File: config.mk
export PLATFORM = sky130hd
export DESIGN_NAME = order_preserving_string_escape_codec_unit
export DESIGN_NICKNAME = d
export VERILOG_FILES = /design/src/rtl/core/opsec_pkg.sv /design/src/rtl/core/opsec_front.sv /design/src/rtl/core/opsec_fifo.sv /design/src/rtl/core/opsec_back.sv /design/src/rtl/core/order_preserving_string_escape_codec_unit.sv
export VERILOG_INCLUDE_DIRS = /design/src /design/src/rtl/core
export SDC_FILE = /design/constraint.sdc
export NUM_CORES = 1
export LEC_CHECK = 0
export CAP_MARGIN = 20
export CORE_ASPECT_RATIO = 0.6
export CORE_MARGIN = 8
export CORE_UTILIZATION = 60
export DETAILED_ROUTE_END_ITERATION = 16
export DONT_BUFFER_PORTS = 1
export PLACE_DENSITY = 0.77
export SLEW_MARGIN = 20
export SYNTH_ARGS = -nofsm -noshare
export SYNTH_HDL_FRONTEND = slang
export SYNTH_HIERARCHICAL = 1
export SYNTH_SLANG_ARGS = --single-unit
File: constraint.sdc
create_clock -name clock -period 3.9 [get_ports clock]
set_clock_uncertainty 0.15 [all_clocks]
set_input_delay 0.39 -clock clock [delete_from_list [all_inputs] [get_ports clock]]
set_output_delay 0.39 -clock clock [all_outputs]
set_load 0.03 [all_outputs]
File: src/rtl/core/assert_macros.svh
// Assertion macros shared by the codec RTL.
`ifndef ASSERT_MACROS_SVH
`define ASSERT_MACROS_SVH

// Property holds on every rising clock edge outside reset.
`define OPSEC_ASSERT(lbl, clk, rst, prop) \
   lbl: assert property (@(posedge clk) disable iff (rst) (prop)) \
      else $error("opsec assertion failed");

// Antecedent in this cycle implies consequent in the same cycle.
`define OPSEC_ASSERT_IMPL(lbl, clk, rst, ante, cons) \
   lbl: assert property (@(posedge clk) disable iff (rst) (ante) |-> (cons)) \
      else $error("opsec implication failed");

// Antecedent in this cycle implies consequent in the next cycle.
`define OPSEC_ASSERT_NEXT(lbl, clk, rst, ante, cons) \
   lbl: assert property (@(posedge clk) disable iff (rst) (ante) |=> (cons)) \
      else $error("opsec next-cycle check failed");

`endif

File: src/rtl/core/opsec_pkg.sv
// Types and constants of the order-preserving string escape codec.
`default_nettype none

package opsec_pkg;

   localparam int QueueDepth = 4;
   localparam int MaxResults = 4;
   localparam int SlotIdxW   = 2;

   localparam logic [7:0] NulByte = 8'h00;
   localparam logic [7:0] EscMark = 8'hFF;

   localparam logic [1:0] KindData = 2'd0;
   localparam logic [1:0] KindEnd  = 2'd1;
   localparam logic [1:0] KindErr  = 2'd2;

   typedef struct packed {
      logic [7:0] in_byte;
      logic       has_byte;
      logic       end_mark;
   } req_type;

   typedef struct packed {
      logic [7:0] out_byte;
      logic [1:0] kind;
      logic       last_of_run;
   } rsp_type;

   typedef struct packed {
      logic [7:0] out_byte;
      logic [1:0] kind;
   } slot_type;

   // One accepted request expanded into its results, slot 0 first.
   typedef struct packed {
      slot_type [MaxResults-1:0] slots;
      logic [SlotIdxW-1:0]       last_idx;
   } desc_type;

endpackage

`default_nettype wire

File: src/rtl/core/opsec_front.sv
// Front end: accepts requests, holds mode and decode state, builds result lists.
`default_nettype none

module opsec_front (
   input  wire logic               clock,
   input  wire logic               reset,
   input  wire logic               req_push,
   output logic                    req_full,
   input  wire opsec_pkg::req_type req_data,
   input  wire logic               csr_valid,
   output logic                    csr_ready,
   input  wire logic               csr_data,
   output logic                    q_push,
   output opsec_pkg::desc_type     q_data,
   input  wire logic               q_full
);

   logic mode_ff, mode_in;
   logic nul_pending_ff, nul_pending_in;
   logic accept;
   logic pend_dec;
   logic closed;
   logic [2:0] n;
   opsec_pkg::desc_type desc;

   assign csr_ready = 1'b1;
   assign req_full  = q_full;
   assign accept    = req_push && !q_full;

   always_comb begin
      desc     = '0;
      n        = 3'd0;
      closed   = 1'b0;
      pend_dec = nul_pending_ff;
      if (!mode_ff) begin
         if (req_data.has_byte) begin
            desc.slots[n[1:0]].out_byte = req_data.in_byte;
            desc.slots[n[1:0]].kind     = opsec_pkg::KindData;
            n = n + 3'd1;
            if (req_data.in_byte == opsec_pkg::NulByte) begin
               desc.slots[n[1:0]].out_byte = opsec_pkg::EscMark;
               desc.slots[n[1:0]].kind     = opsec_pkg::KindData;
               n = n + 3'd1;
            end
         end
         if (req_data.end_mark) begin
            // terminator: two zero bytes, slots are already zero
            n = n + 3'd2;
         end
      end else begin
         if (req_data.has_byte) begin
            priority if (nul_pending_ff) begin
               pend_dec = 1'b0;
               priority if (req_data.in_byte == opsec_pkg::NulByte) begin
                  desc.slots[n[1:0]].kind = opsec_pkg::KindEnd;
                  closed = 1'b1;
               end else if (req_data.in_byte == opsec_pkg::EscMark) begin
                  desc.slots[n[1:0]].kind = opsec_pkg::KindData;
               end else begin
                  desc.slots[n[1:0]].kind = opsec_pkg::KindErr;
                  closed = 1'b1;
               end
               n = n + 3'd1;
            end else if (req_data.in_byte == opsec_pkg::NulByte) begin
               pend_dec = 1'b1;
            end else begin
               desc.slots[n[1:0]].out_byte = req_data.in_byte;
               desc.slots[n[1:0]].kind     = opsec_pkg::KindData;
               n = n + 3'd1;
            end
         end
         if (req_data.end_mark && !closed) begin
            // truncated input
            pend_dec = 1'b0;
            desc.slots[n[1:0]].kind = opsec_pkg::KindErr;
            n = n + 3'd1;
         end
      end
      desc.last_idx = n[1:0] - 2'd1;
   end

   assign q_push = accept && (n != 3'd0);
   assign q_data = desc;

   always_comb begin
      mode_in        = mode_ff;
      nul_pending_in = nul_pending_ff;
      if (csr_valid) begin
         mode_in        = csr_data;
         nul_pending_in = 1'b0;
      end else if (accept && mode_ff) begin
         nul_pending_in = pend_dec;
      end
   end

   always_ff @(posedge clock) begin
      if (reset) begin
         mode_ff        <= 1'b0;
         nul_pending_ff <= 1'b0;
      end else begin
         mode_ff        <= mode_in;
         nul_pending_ff <= nul_pending_in;
      end
   end

endmodule

`default_nettype wire

File: src/rtl/core/opsec_fifo.sv
// Short descriptor queue between front end and back end.
`default_nettype none

`include "assert_macros.svh"

module opsec_fifo #(
   parameter int DEPTH = opsec_pkg::QueueDepth
) (
   input  wire logic                clock,
   input  wire logic                reset,
   input  wire logic                push,
   input  wire opsec_pkg::desc_type push_data,
   output logic                     full,
   input  wire logic                pop,
   output opsec_pkg::desc_type      head,
   output logic                     empty
);

   localparam int AW = (DEPTH > 1) ? $clog2(DEPTH) : 1;
   localparam int CW = $clog2(DEPTH + 1);

   opsec_pkg::desc_type mem_ff [DEPTH];
   logic [AW-1:0] wr_ptr_ff, wr_ptr_in;
   logic [AW-1:0] rd_ptr_ff, rd_ptr_in;
   logic [CW-1:0] cnt_ff, cnt_in;
   logic do_push, do_pop;

   assign full    = (cnt_ff == CW'(DEPTH));
   assign empty   = (cnt_ff == '0);
   assign do_push = push && !full;
   assign do_pop  = pop && !empty;
   assign head    = mem_ff[rd_ptr_ff];

   always_comb begin
      wr_ptr_in = wr_ptr_ff;
      rd_ptr_in = rd_ptr_ff;
      if (do_push) begin
         wr_ptr_in = (wr_ptr_ff == AW'(DEPTH - 1)) ? '0 : wr_ptr_ff + AW'(1);
      end
      if (do_pop) begin
         rd_ptr_in = (rd_ptr_ff == AW'(DEPTH - 1)) ? '0 : rd_ptr_ff + AW'(1);
      end
      unique case ({do_push, do_pop})
         2'b10:   cnt_in = cnt_ff + CW'(1);
         2'b01:   cnt_in = cnt_ff - CW'(1);
         default: cnt_in = cnt_ff;
      endcase
   end

   always_ff @(posedge clock) begin
      if (reset) begin
         wr_ptr_ff <= '0;
         rd_ptr_ff <= '0;
         cnt_ff    <= '0;
      end else begin
         wr_ptr_ff <= wr_ptr_in;
         rd_ptr_ff <= rd_ptr_in;
         cnt_ff    <= cnt_in;
      end
   end

   always_ff @(posedge clock) begin
      if (do_push) begin
         mem_ff[wr_ptr_ff] <= push_data;
      end
   end

   `OPSEC_ASSERT(a_cnt_bound, clock, reset, cnt_ff <= CW'(DEPTH))
   `OPSEC_ASSERT(a_full_empty, clock, reset, !(full && empty))
   `OPSEC_ASSERT_IMPL(a_ptr_meet, clock, reset, empty || full, wr_ptr_ff == rd_ptr_ff)

endmodule

`default_nettype wire

File: src/rtl/core/opsec_back.sv
// Back end: walks descriptors to the output reg, one result per cycle when free.
`default_nettype none

`include "assert_macros.svh"

module opsec_back (
   input  wire logic                clock,
   input  wire logic                reset,
   input  wire logic                q_empty,
   input  wire opsec_pkg::desc_type q_head,
   output logic                     q_pop,
   output logic                     rsp_empty,
   input  wire logic                rsp_pop,
   output opsec_pkg::rsp_type       rsp_data
);

   logic out_valid_ff, out_valid_in;
   opsec_pkg::rsp_type out_ff;
   logic [opsec_pkg::SlotIdxW-1:0] idx_ff, idx_in;
   logic load;
   logic is_last;
   opsec_pkg::slot_type cur;

   assign load    = !q_empty && (!out_valid_ff || rsp_pop);
   assign cur     = q_head.slots[idx_ff];
   assign is_last = (idx_ff == q_head.last_idx);
   assign q_pop   = load && is_last;

   always_comb begin
      out_valid_in = out_valid_ff;
      idx_in       = idx_ff;
      if (load) begin
         out_valid_in = 1'b1;
         idx_in       = is_last ? '0 : idx_ff + opsec_pkg::SlotIdxW'(1);
      end else if (rsp_pop) begin
         out_valid_in = 1'b0;
      end
   end

   always_ff @(posedge clock) begin
      if (reset) begin
         out_valid_ff <= 1'b0;
         idx_ff       <= '0;
      end else begin
         out_valid_ff <= out_valid_in;
         idx_ff       <= idx_in;
      end
   end

   always_ff @(posedge clock) begin
      if (load) begin
         out_ff.out_byte    <= cur.out_byte;
         out_ff.kind        <= cur.kind;
         out_ff.last_of_run <= is_last;
      end
   end

   assign rsp_empty = !out_valid_ff;
   assign rsp_data  = out_ff;

   // mid-descriptor: the head must still be there
   `OPSEC_ASSERT_IMPL(a_idx_head, clock, reset, idx_ff != '0, !q_empty)
   `OPSEC_ASSERT_IMPL(a_idx_range, clock, reset, !q_empty, idx_ff <= q_head.last_idx)
   `OPSEC_ASSERT_NEXT(a_last_flag, clock, reset, q_pop, !rsp_empty && rsp_data.last_of_run)

endmodule

`default_nettype wire

File: src/rtl/core/order_preserving_string_escape_codec_unit.sv
// Top level of the order-preserving string escape codec.
//
// Streams sort-key string bytes in encode mode (csr_data 0: copy each byte, add 0xFF
// after 0x00, append 0x00 0x00 at end of value) or decode mode (csr_data 1: strip
// escapes, report end of value and errors). Requests enter through a queue-style port
// (req_push/req_full) and results leave through one (rsp_empty/rsp_pop). The front end
// expands each request into a list of up to four results in the cycle it is accepted;
// a QUEUE_DEPTH-entry descriptor queue feeds the back end, which emits one result per
// cycle from its output register while that register is empty or being popped.
// A request with no result takes no queue entry. With the back end idle, the first
// result of a request passes through the descriptor queue and then the output
// register before it is visible on rsp_data. req_full rises only when the descriptor
// queue is full. Write mode only while idle; a mode write also clears the pending-zero
// flag.
`default_nettype none

module order_preserving_string_escape_codec_unit #(
   parameter int QUEUE_DEPTH = opsec_pkg::QueueDepth
) (
   input  wire logic               clock,
   input  wire logic               reset,
   input  wire logic               req_push,
   output logic                    req_full,
   input  wire opsec_pkg::req_type req_data,
   output logic                    rsp_empty,
   input  wire logic               rsp_pop,
   output opsec_pkg::rsp_type      rsp_data,
   input  wire logic               csr_valid,
   output logic                    csr_ready,
   input  wire logic               csr_data
);

   logic                q_push, q_full, q_pop, q_empty;
   opsec_pkg::desc_type q_wdata, q_head;

   opsec_front u_front (
      .clock     (clock),
      .reset     (reset),
      .req_push  (req_push),
      .req_full  (req_full),
      .req_data  (req_data),
      .csr_valid (csr_valid),
      .csr_ready (csr_ready),
      .csr_data  (csr_data),
      .q_push    (q_push),
      .q_data    (q_wdata),
      .q_full    (q_full)
   );

   opsec_fifo #(
      .DEPTH (QUEUE_DEPTH)
   ) u_fifo (
      .clock     (clock),
      .reset     (reset),
      .push      (q_push),
      .push_data (q_wdata),
      .full      (q_full),
      .pop       (q_pop),
      .head      (q_head),
      .empty     (q_empty)
   );

   opsec_back u_back (
      .clock     (clock),
      .reset     (reset),
      .q_empty   (q_empty),
      .q_head    (q_head),
      .q_pop     (q_pop),
      .rsp_empty (rsp_empty),
      .rsp_pop   (rsp_pop),
      .rsp_data  (rsp_data)
   );

endmodule

`default_nettype wire
==> results.cfg, run 1 <==
[outcome]
status = complete, no violations

[route]
vias = 3589
antenna_left = 0
post_drt_via_cell_ratio = 6.00
firstDrtPassIters = 6
drt-initial-drc-count = 277
wirelength_um = 13600
drc_errors = 0
routedWlPerCell_um = 22.8

[global_routing]
grt.total_usage = 0.168
grt_max_degree = 43
gr-total-overflow = 0
grt_pass1_wl_um = 21300
grt_pass1_vias = 3776
antenna_found_initial = 0

[power_and_ir_drop]
p_per_area_mw_per_mm2 = 528
pwr-share-clk = 0.374
p_int_w = 0.00354
seq_power_share = 0.544
peakVddDrop_v = 0.000301
combPwrFrac = 0.083
p_leak_nw = 2.89
sw_frac_of_total = 0.225
netSwitchingPower_w = 0.00103

[cells_and_area]
area_growth_pct = 9.43
drive_gt1_frac = 0.257
fin_nets = 441
n_antenna_cell = 0
fin_cells = 598

[worst_setup_path]
required_ps = 4090
rrSetupSlack_ps = 510
timing.rr.end = u_fifo/cnt_ff[2]$_SDFFE_PP0P_
crit_arrival_ps = 3580
worstRegToRegCells = 12
crit_path_start_kind = flip-flop
critPathCaptureType = flip-flop
cp_max_fo = 4
worstSetupPathType = reg -> reg

[synthesis]
synth_warnings = 6
synth_top_cell_area_share = 0.680
syn_avg_cell_area_sq_um = 19.5
ys_types = 45
syn_area_sq_mm = 0.00791
synth.yosys.seq_area_share = 0.715
synth_seq_cells = 193
synthArstFlopShare = 0
synth_area_leaders = edfxtp_1, mux4_2, dfxtp_1
ys.flop_type = edfxtp_1
synth_top_area_cell = edfxtp_1
synthCells = 405
synth_edf_count = 179

[die]
core_area_sq_mm = 0.0129
start_util = 0.615
die_area_sq_mm = 0.0172
rows = 32
die_w_um = 164
pin_count = 30
fp.dieH_um = 105

[placed_design]
dpl.cell_count = 562
hpwl_um = 7690
dp_slack_ps = 182
io_buffers = 0
gp_congestion = 0.811

[worst_hold_path]
holdPathEnd = u_fifo/wr_ptr_ff[0]$_SDFFE_PP0P_
min_path_cells = 3
hp-start = reset
hold_class = in -> reg

[clocking]
root_buffer = clkbuf_16
cts.clk_slew.worst_paths_ps = 70
clockBufferDepth = 2
tritoncts = done
htreeDepth = 4
numCtsBuffers = 17
numClockSinks = 193
clock_latency_ps = 420

[sta]
setup_viol = 0
fin_crit_sh = 0.869
tightest_slew_ps = 661
slew_headroom = 0.556
rsz0062_at_grt = false
setup_ws_ps = 510
drv_slew = 0
hold_viol = 0
max_clock_freq_mhz = 295
min_period_ps = 3390
setup_tns_ps = 0

[job]
cap_violations = 0
[kinds of logic after synthesis]
kind of cell	Yosys count	synth area share
adders and majority gates	10	0.0168
and+or+nand+nor	57	0.0411
xor gates and xnor gates	4	0.00443
DFF	193	0.715
buffers and inverters	62	0.0497
AOI/OAI and AO/OA	23	0.0210
other	2	0.000950
muxes	54	0.151
[per-layer routing]
| layer | vias to the layer above | global-route usage | share of wire |
|---|---|---|---|
| met5 | - | 0 | 0 |
| met4 | 0 | 0.0510 | 0.0073 |
| met3 | 10 | 0.0466 | 0.061 |
| met2 | 108 | 0.272 | 0.50 |
| met1 | 1880 | 0.220 | 0.43 |
| li1 | 1591 | - | - |
[cells in the mapped netlist (3+ instances only)]
master    instances
nor3_1            5
inv_1            14
edfxtp_1        179
buf_6             3
dfxtp_1          14
and3_2            3
clkbuf_1          6
buf_2             3
nand3_1           3
mux4_2           52
nor2b_1           3
nand4_1           3
and2_1            3
nand2_1           7
buf_4            35
ha_1              9
and3_1            9
a21oi_1           7
nor2_1           11
[how the worst max path moves through the flow]
| stage | to | slack, ps | cells past startpoint |
|---|---|---|---|
| 6_report | u_fifo/cnt_ff[2]$_SDFFE_PP0P_ | 510 | 12 |
| 5_1_grt | u_fifo/cnt_ff[2]$_SDFFE_PP0P_ | 340 | 12 |
| 4_1_cts | u_fifo/cnt_ff[2]$_SDFFE_PP0P_ | 540 | 12 |
| 3_5_place_dp | u_fifo/cnt_ff[2]$_SDFFE_PP0P_ | 180 | 16 |
| 3_3_place_gp | u_fifo/cnt_ff[2]$_SDFFE_PP0P_ | 320 | 16 |
| 2_1_floorplan | u_fifo/mem_ff[3][0]$_DFFE_PP_ | 250 | 9 |
[final cells by class]
| type | instances | area [sq um] |
|---|---|---|
| clock inverters | 12 | 131 |
| inverters | 15 | 58.8 |
| fillers | 797 | 4200 |
| clock buffers | 20 | 457 |
| well taps | 170 | 213 |
| multi-input cells | 170 | 1940 |
| flip-flops and latches | 193 | 5660 |
| repair buffers | 18 | 195 |
[power groups by stage]
stage	Combinational (W)	Clock [W]	Sequential [W]
after global routing	0.000412	0.00181	0.00249
after detailed placement	0.000372	0	0.00253
final	0.000378	0.00171	0.00248
after floorplan	0.000301	0	0.00251
after global placement	0.000362	0	0.00252
after CTS	0.000381	0.00174	0.00249
[cells in the final DEF, fill, tap and decap left out, types with 3 or more instances in the layout]
| master | count |
|---|---|
| clkbuf_16 | 17 |
| dfxtp_1 | 12 |
| inv_1 | 14 |
| nor2b_1 | 3 |
| conb_1 | 22 |
| buf_12 | 4 |
| and2_1 | 3 |
| and3_1 | 8 |
| nor2_1 | 11 |
| buf_4 | 10 |
| mux4_2 | 52 |
| nand2_1 | 7 |
| nor3_1 | 4 |
| nand4_1 | 3 |
| ha_1 | 9 |
| and3_2 | 4 |
| a21oi_1 | 7 |
| clkinvlp_4 | 3 |
| dlygate4sd3_1 | 4 |
| edfxtp_1 | 179 |
| nand3_1 | 3 |
[stage by stage]
step	hold slack [ps]	area, sq um	utilization	power [W]
floorplan	302	7980	-	0.00281
global route	32.2	8650	0.673	0.00472
CTS	13.4	8650	0.673	0.00461
detailed placement	307	8020	0.624	0.00290
global placement	305	8020	0.624	0.00289
finish	30.6	8650	0.673	0.00457
[flip-flops by register name (all words and copies together) (netlist names), named ones only]
name	cells
u_front/nul_pending_ff	1
u_back/out_valid_ff	1
u_fifo/rd_ptr_ff	2
u_fifo/mem_ff	168
u_back/rsp_data	11
u_front/mode_ff	1
u_fifo/cnt_ff	3
u_fifo/wr_ptr_ff	2
u_back/idx_ff	2
[critical path: stages (launching register included)]
cell,delay (ps)
dfxtp_2,390
mux4_2,570
xnor2_1,240
nand2_1,130
nor3_1,210
o31ai_1,180
inv_1,110
ha_1,180
inv_1,60
fa_1,370
xor2_1,150
or3_2,420
a21oi_1,160
[timing repair]
item | CTS | global route
hold buffers | 4 | 0
gates resized for setup | 0 | 0
buffers inserted | 0 | 0
endpoints found under the setup margin | 0 | 0
hold endpoints to repair | 13 | 0
Power figures use the tool's default switching activity.
==> run 2: changes to the inputs <==
HOLD_SLACK_MARGIN = 0.05   (was unset)
SKIP_CTS_REPAIR_TIMING = 1   (was unset)
SLEW_MARGIN = 30   (was 20)
==> results.cfg, run 2 (synthesis gave the netlist of run 1 again) <==
[die]
fp.dieH_um = 105
start_util = 0.615
pin_count = 30
core_area_sq_mm = 0.0129
die_area_sq_mm = 0.0172
die_w_um = 164
rows = 32

[route]
routedWlPerCell_um = 22.6
drt-initial-drc-count = 270
firstDrtPassIters = 5
drc_errors = 0
wirelength_um = 13500
antenna_left = 0
vias = 3557
post_drt_via_cell_ratio = 5.93

[cells_and_area]
n_antenna_cell = 0
largest_reg_flops = 168
final_common_cell = edfxtp_1
utilization = 0.675
final_cell_mix = edfxtp_1, mux4_2, conb_1, clkbuf_16, inv_1
top_register = u_fifo/mem_ff
fin_area_sq_mm = 0.00867
area_growth_pct = 9.69
multi_input_area_sq_mm = 0.00194
fin_cells = 600
fin_nets = 443
seq_area_sq_mm = 0.00566
drive_gt1_frac = 0.256
nFillCells = 796

[worst_hold_path]
holdPathEnd = u_fifo/wr_ptr_ff[0]$_SDFFE_PP0P_
min_path_cells = 3
hp-start = reset
hold_class = in -> reg

[power_and_ir_drop]
seq_power_share = 0.545
pwr-share-clk = 0.373
combPwrFrac = 0.082
sw_frac_of_total = 0.223
peakVddDrop_v = 0.000300
p_per_area_mw_per_mm2 = 526
p_int_w = 0.00354
netSwitchingPower_w = 0.00102
p_leak_nw = 2.89

[sta]
fin_crit_sh = 0.867
setup_tns_ps = 0
max_clock_freq_mhz = 296
min_period_ps = 3380
tightest_slew_ps = 618
drv_slew = 0
holdWs_ps = 27.8
slew_headroom = 0.585
hold_viol = 0
setup_viol = 0
rsz0062_at_grt = false

[global_routing]
grt_pass1_vias = 3735
grt_max_degree = 43
grt_pass1_wl_um = 21200
gr-total-overflow = 0
antenna_found_initial = 0
grt.total_usage = 0.167

[placed_design]
gp_congestion = 0.811
hpwl_um = 7690
io_buffers = 0
placed_cell_area_sq_mm = 0.00802
dpl.cell_count = 562

[outcome]
status = complete, no violations

[clocking]
numCtsBuffers = 17
htreeDepth = 4
root_buffer = clkbuf_16
cts.clk_slew.worst_paths_ps = 70
tritoncts = done
numClockSinks = 193
clockBufferDepth = 2
clock_latency_ps = 420

[worst_setup_path]
crit_path_start_kind = flip-flop
worstRegToRegCells = 12
critPathCaptureType = flip-flop
cp_max_fo = 4
worstSetupPathType = reg -> reg
rrSetupSlack_ps = 520
crit_arrival_ps = 3570
timing.rr.end = u_fifo/cnt_ff[2]$_SDFFE_PP0P_
required_ps = 4090

[job]
cap_violations = 0
run 2: changes by cell type in the layout (fill, tap and decap cells not counted):
cell / delta
dlygate4sd3_1: +2
run 2: power by group through the flow:
stage,combinational [W],clock (W),sequential (W)
floorplan,0.000301,0,0.00251
global placement,0.000362,0,0.00252
detailed placement,0.000372,0,0.00253
CTS,0.000376,0.00174,0.00249
global route,0.000414,0.00181,0.00249
finish,0.000376,0.00170,0.00248
run 2: metal layers:
metal | vias up | wire length, um | part of all wire | track usage
met5 | - | 0 | 0 | 0
met4 | 0 | 59 | 0.0044 | 0.0504
met3 | 4 | 1050 | 0.078 | 0.0462
met2 | 117 | 6730 | 0.50 | 0.269
met1 | 1841 | 5690 | 0.42 | 0.220
li1 | 1595 | - | - | -
run 2: critical path, stage by stage (launching register included):
cell and delay [ps]:
dfxtp_2 390, mux4_2 570, xnor2_1 220, nand2_1 130
nor3_1 220, o31ai_1 190, inv_1 100, ha_1 170
inv_1 60, fa_1 370, xor2_1 150, or3_2 410
a21oi_1 160
run 2: how the worst max path moves through the flow:
stage / from / end / slack (ps)
2_1_floorplan: req_data[8] / u_fifo/mem_ff[3][0]$_DFFE_PP_ / 250
3_3_place_gp: req_data[8] / u_fifo/cnt_ff[2]$_SDFFE_PP0P_ / 320
3_5_place_dp: req_data[8] / u_fifo/cnt_ff[2]$_SDFFE_PP0P_ / 180
4_1_cts: flip-flop / u_fifo/cnt_ff[2]$_SDFFE_PP0P_ / 540
5_1_grt: flip-flop / u_fifo/cnt_ff[2]$_SDFFE_PP0P_ / 340
6_report: flip-flop / u_fifo/cnt_ff[2]$_SDFFE_PP0P_ / 520
run 2: area by class of cell:
cell class / instances / area share
multi-input cells: 170 / 0.224
inverters: 15 / 0.00678
flip-flops and latches: 193 / 0.652
clock buffers: 20 / 0.0527
repair buffers: 20 / 0.0248
clock inverters: 12 / 0.0151
well taps: 170 / 0.0245
run 2: per-stage QoR:
stage | total power (W) | worst slack [ps]
after detailed placement | 0.00290 | 182
after floorplan | 0.00281 | 247
after global placement | 0.00289 | 318
final | 0.00456 | 518
after CTS | 0.00460 | 539
after global routing | 0.00472 | 342
==> run 3: changes to the inputs <==
CORE_UTILIZATION = 56   (was 60)
PLACE_DENSITY = 0.72   (was 0.77)
SYNTH_HIERARCHICAL = unset   (was 1)
==> results.cfg, run 3 <==
[outcome]
status = complete, no violations

[worst_setup_path]
crit_path_start_kind = input pin
required_ps = 4030
crit-reg2reg-launch = u_front.nul_pending_ff$_SDFFE_PP0P_
critPathCaptureType = flip-flop
crit_arrival_ps = 3460
cp_max_fo = 7
startpoint = req_data[3]
worstSetupPathType = in -> reg

[synthesis]
synth_top_cell_area_share = 0.576
yosysMostFrequentCell = edfxtp_1
ys_types = 42
synth_top_area_cell = edfxtp_1
synth_edf_count = 67
synth_fp_nets = 265
syn_area_sq_mm = 0.00349
syn_avg_cell_area_sq_um = 14.7
synthCells = 238
synth.yosys.seq_area_share = 0.656
synthArstFlopShare = 0
synth_area_leaders = edfxtp_1, dfxtp_1, mux4_2
ys.flop_type = edfxtp_1
synth_seq_cells = 81
synthTopCellsByCount = edfxtp_1, nand2_1, inv_1
synth_warnings = 0

[cells_and_area]
drive_gt1_frac = 0.145
area_growth_pct = 10.0
final_cell_mix = edfxtp_1, nand2_1, inv_1, a21oi_1, dfxtp_1
fin_nets = 278
top_register = u_fifo.mem_ff
largest_reg_flops = 56
seq_area_sq_mm = 0.00229
final_common_cell = edfxtp_1
multi_input_area_sq_mm = 0.00109
nFillCells = 451
n_antenna_cell = 0

[die]
start_util = 0.574
die_w_um = 118
rows = 22
fp.dieH_um = 77.2
pin_count = 30
core_area_sq_mm = 0.00608
die_area_sq_mm = 0.00910

[route]
drc_errors = 0
vias = 1874
antenna_left = 0
firstDrtPassIters = 4
routedWlPerCell_um = 17.8
drt-initial-drc-count = 120
wirelength_um = 6060
post_drt_via_cell_ratio = 5.51

[sta]
min_period_ps = 3340
hold_viol = 0
setup_viol = 0
setup_ws_ps = 565
fin_crit_sh = 0.855
max_clock_freq_mhz = 300
drv_slew = 0
rsz0062_at_grt = false
setup_tns_ps = 0

[placed_design]
hpwl_um = 4230
io_buffers = 0
gp_congestion = 0.788
dp_slack_ps = 200

[worst_hold_path]
hp-start = reset
hold_class = in -> reg

[clocking]
root_buffer = clkbuf_8
htreeDepth = 3
numClockSinks = 81
clockBufferDepth = 2
cts.clk_slew.worst_paths_ps = 80
numCtsBuffers = 9
tritoncts = done
clock_latency_ps = 340

[global_routing]
gr-total-overflow = 0
grt_pass1_wl_um = 9810
antenna_found_initial = 0
grt_max_degree = 17
grt_pass1_vias = 1826
grt.total_usage = 0.142

[job]
cap_violations = 0

[power_and_ir_drop]
peakVddDrop_v = 0.000287
seq_power_share = 0.552
p_int_w = 0.00163
p_per_area_mw_per_mm2 = 612
p_leak_nw = 1.36
netSwitchingPower_w = 0.000718
combPwrFrac = 0.194
sw_frac_of_total = 0.306
pwr-share-clk = 0.255
==> run 3: changes by cell type in the layout (fill, tap and decap cells not counted), moves of 9 or more <==
cell,delta
conb_1,-21
edfxtp_1,-112
nand2_1,+13
clkbuf_16,-17
mux4_2,-40
clkbuf_8,+9
==> run 3: kinds of logic (layout without fill, tap and decap cells) <==
| group | count (synthesis) | in the layout | share of synthesized area |
|---|---|---|---|
| AOI/OAI and AO/OA | 25 | 25 | 0.0437 |
| and+or+nand+nor | 68 | 68 | 0.103 |
| muxes | 21 | 21 | 0.108 |
| buffers and inverters | 25 | 43 | 0.0308 |
| xor gates and xnor gates | 6 | 6 | 0.0150 |
| adders and majority gates | 11 | 11 | 0.0416 |
| DFF | 81 | 81 | 0.656 |
| other | 1 | 1 | 0.00107 |
==> run 3: area by class of cell <==
type | instances | share of cell area
Sequential cell | 81 | 0.597
Multi-Input combinational cell | 132 | 0.284
Clock buffer | 13 | 0.0414
Tap cell | 84 | 0.0274
Timing Repair Buffer | 11 | 0.0241
Inverter | 16 | 0.0156
Clock inverter | 3 | 0.0104
==> run 3: worst paths after layout <==
path              cells past startpoint                               end  slack (ps)
setup reg to reg                     14     u_fifo.cnt_ff[2]$_SDFFE_PP0P_         660
hold / removal                        2     u_back.idx_ff[0]$_SDFFE_PP0P_          80
setup / recovery                     15     u_fifo.cnt_ff[2]$_SDFFE_PP0P_         560
hold reg to reg                       2  u_fifo.rd_ptr_ff[1]$_SDFFE_PP0P_         350
==> run 3: stage by stage <==
step,cell area [sq um],hold WS (ps),power [W],std cells,util
after global placement,3600,313,0.00176,320,0.592
after floorplan,3490,317,0.00166,238,-
after detailed placement,3600,318,0.00178,320,0.592
after CTS,3800,-62.4,0.00237,336,0.625
after global routing,3840,81.7,0.00247,340,0.631
final,3840,84.0,0.00235,340,0.631
==> run 3: per-layer routing <==
metal | GRT usage | part of all wire | wire length [um] | vias up
li1 | - | - | - | 909
met1 | 0.198 | 0.51 | 3120 | 902
met2 | 0.184 | 0.39 | 2390 | 56
met3 | 0.0651 | 0.081 | 493 | 7
met4 | 0.0584 | 0.0097 | 59 | 0
met5 | 0 | 0 | 0 | -
==> run 3: critical path, cell delays in order <==
cell      delay, ps
nor4_1          340
nand2_1         170
o21a_1          210
ha_1            280
a21oi_1         220
ha_1            180
a21boi_0        200
nor2_1          140
inv_1            80
ha_1            160
inv_1            70
fa_1            430
xor2_1          150
or3_1           300
a21oi_1         140
==> run 3: power groups by stage <==
stage	sequential [W]	combinational, W	clock (W)
3_3_place_gp	0.00131	0.000450	0
2_1_floorplan	0.00129	0.000375	0
4_1_cts	0.00130	0.000456	0.000612
6_report	0.00130	0.000455	0.000598
5_1_grt	0.00131	0.000511	0.000645
3_5_place_dp	0.00132	0.000455	0
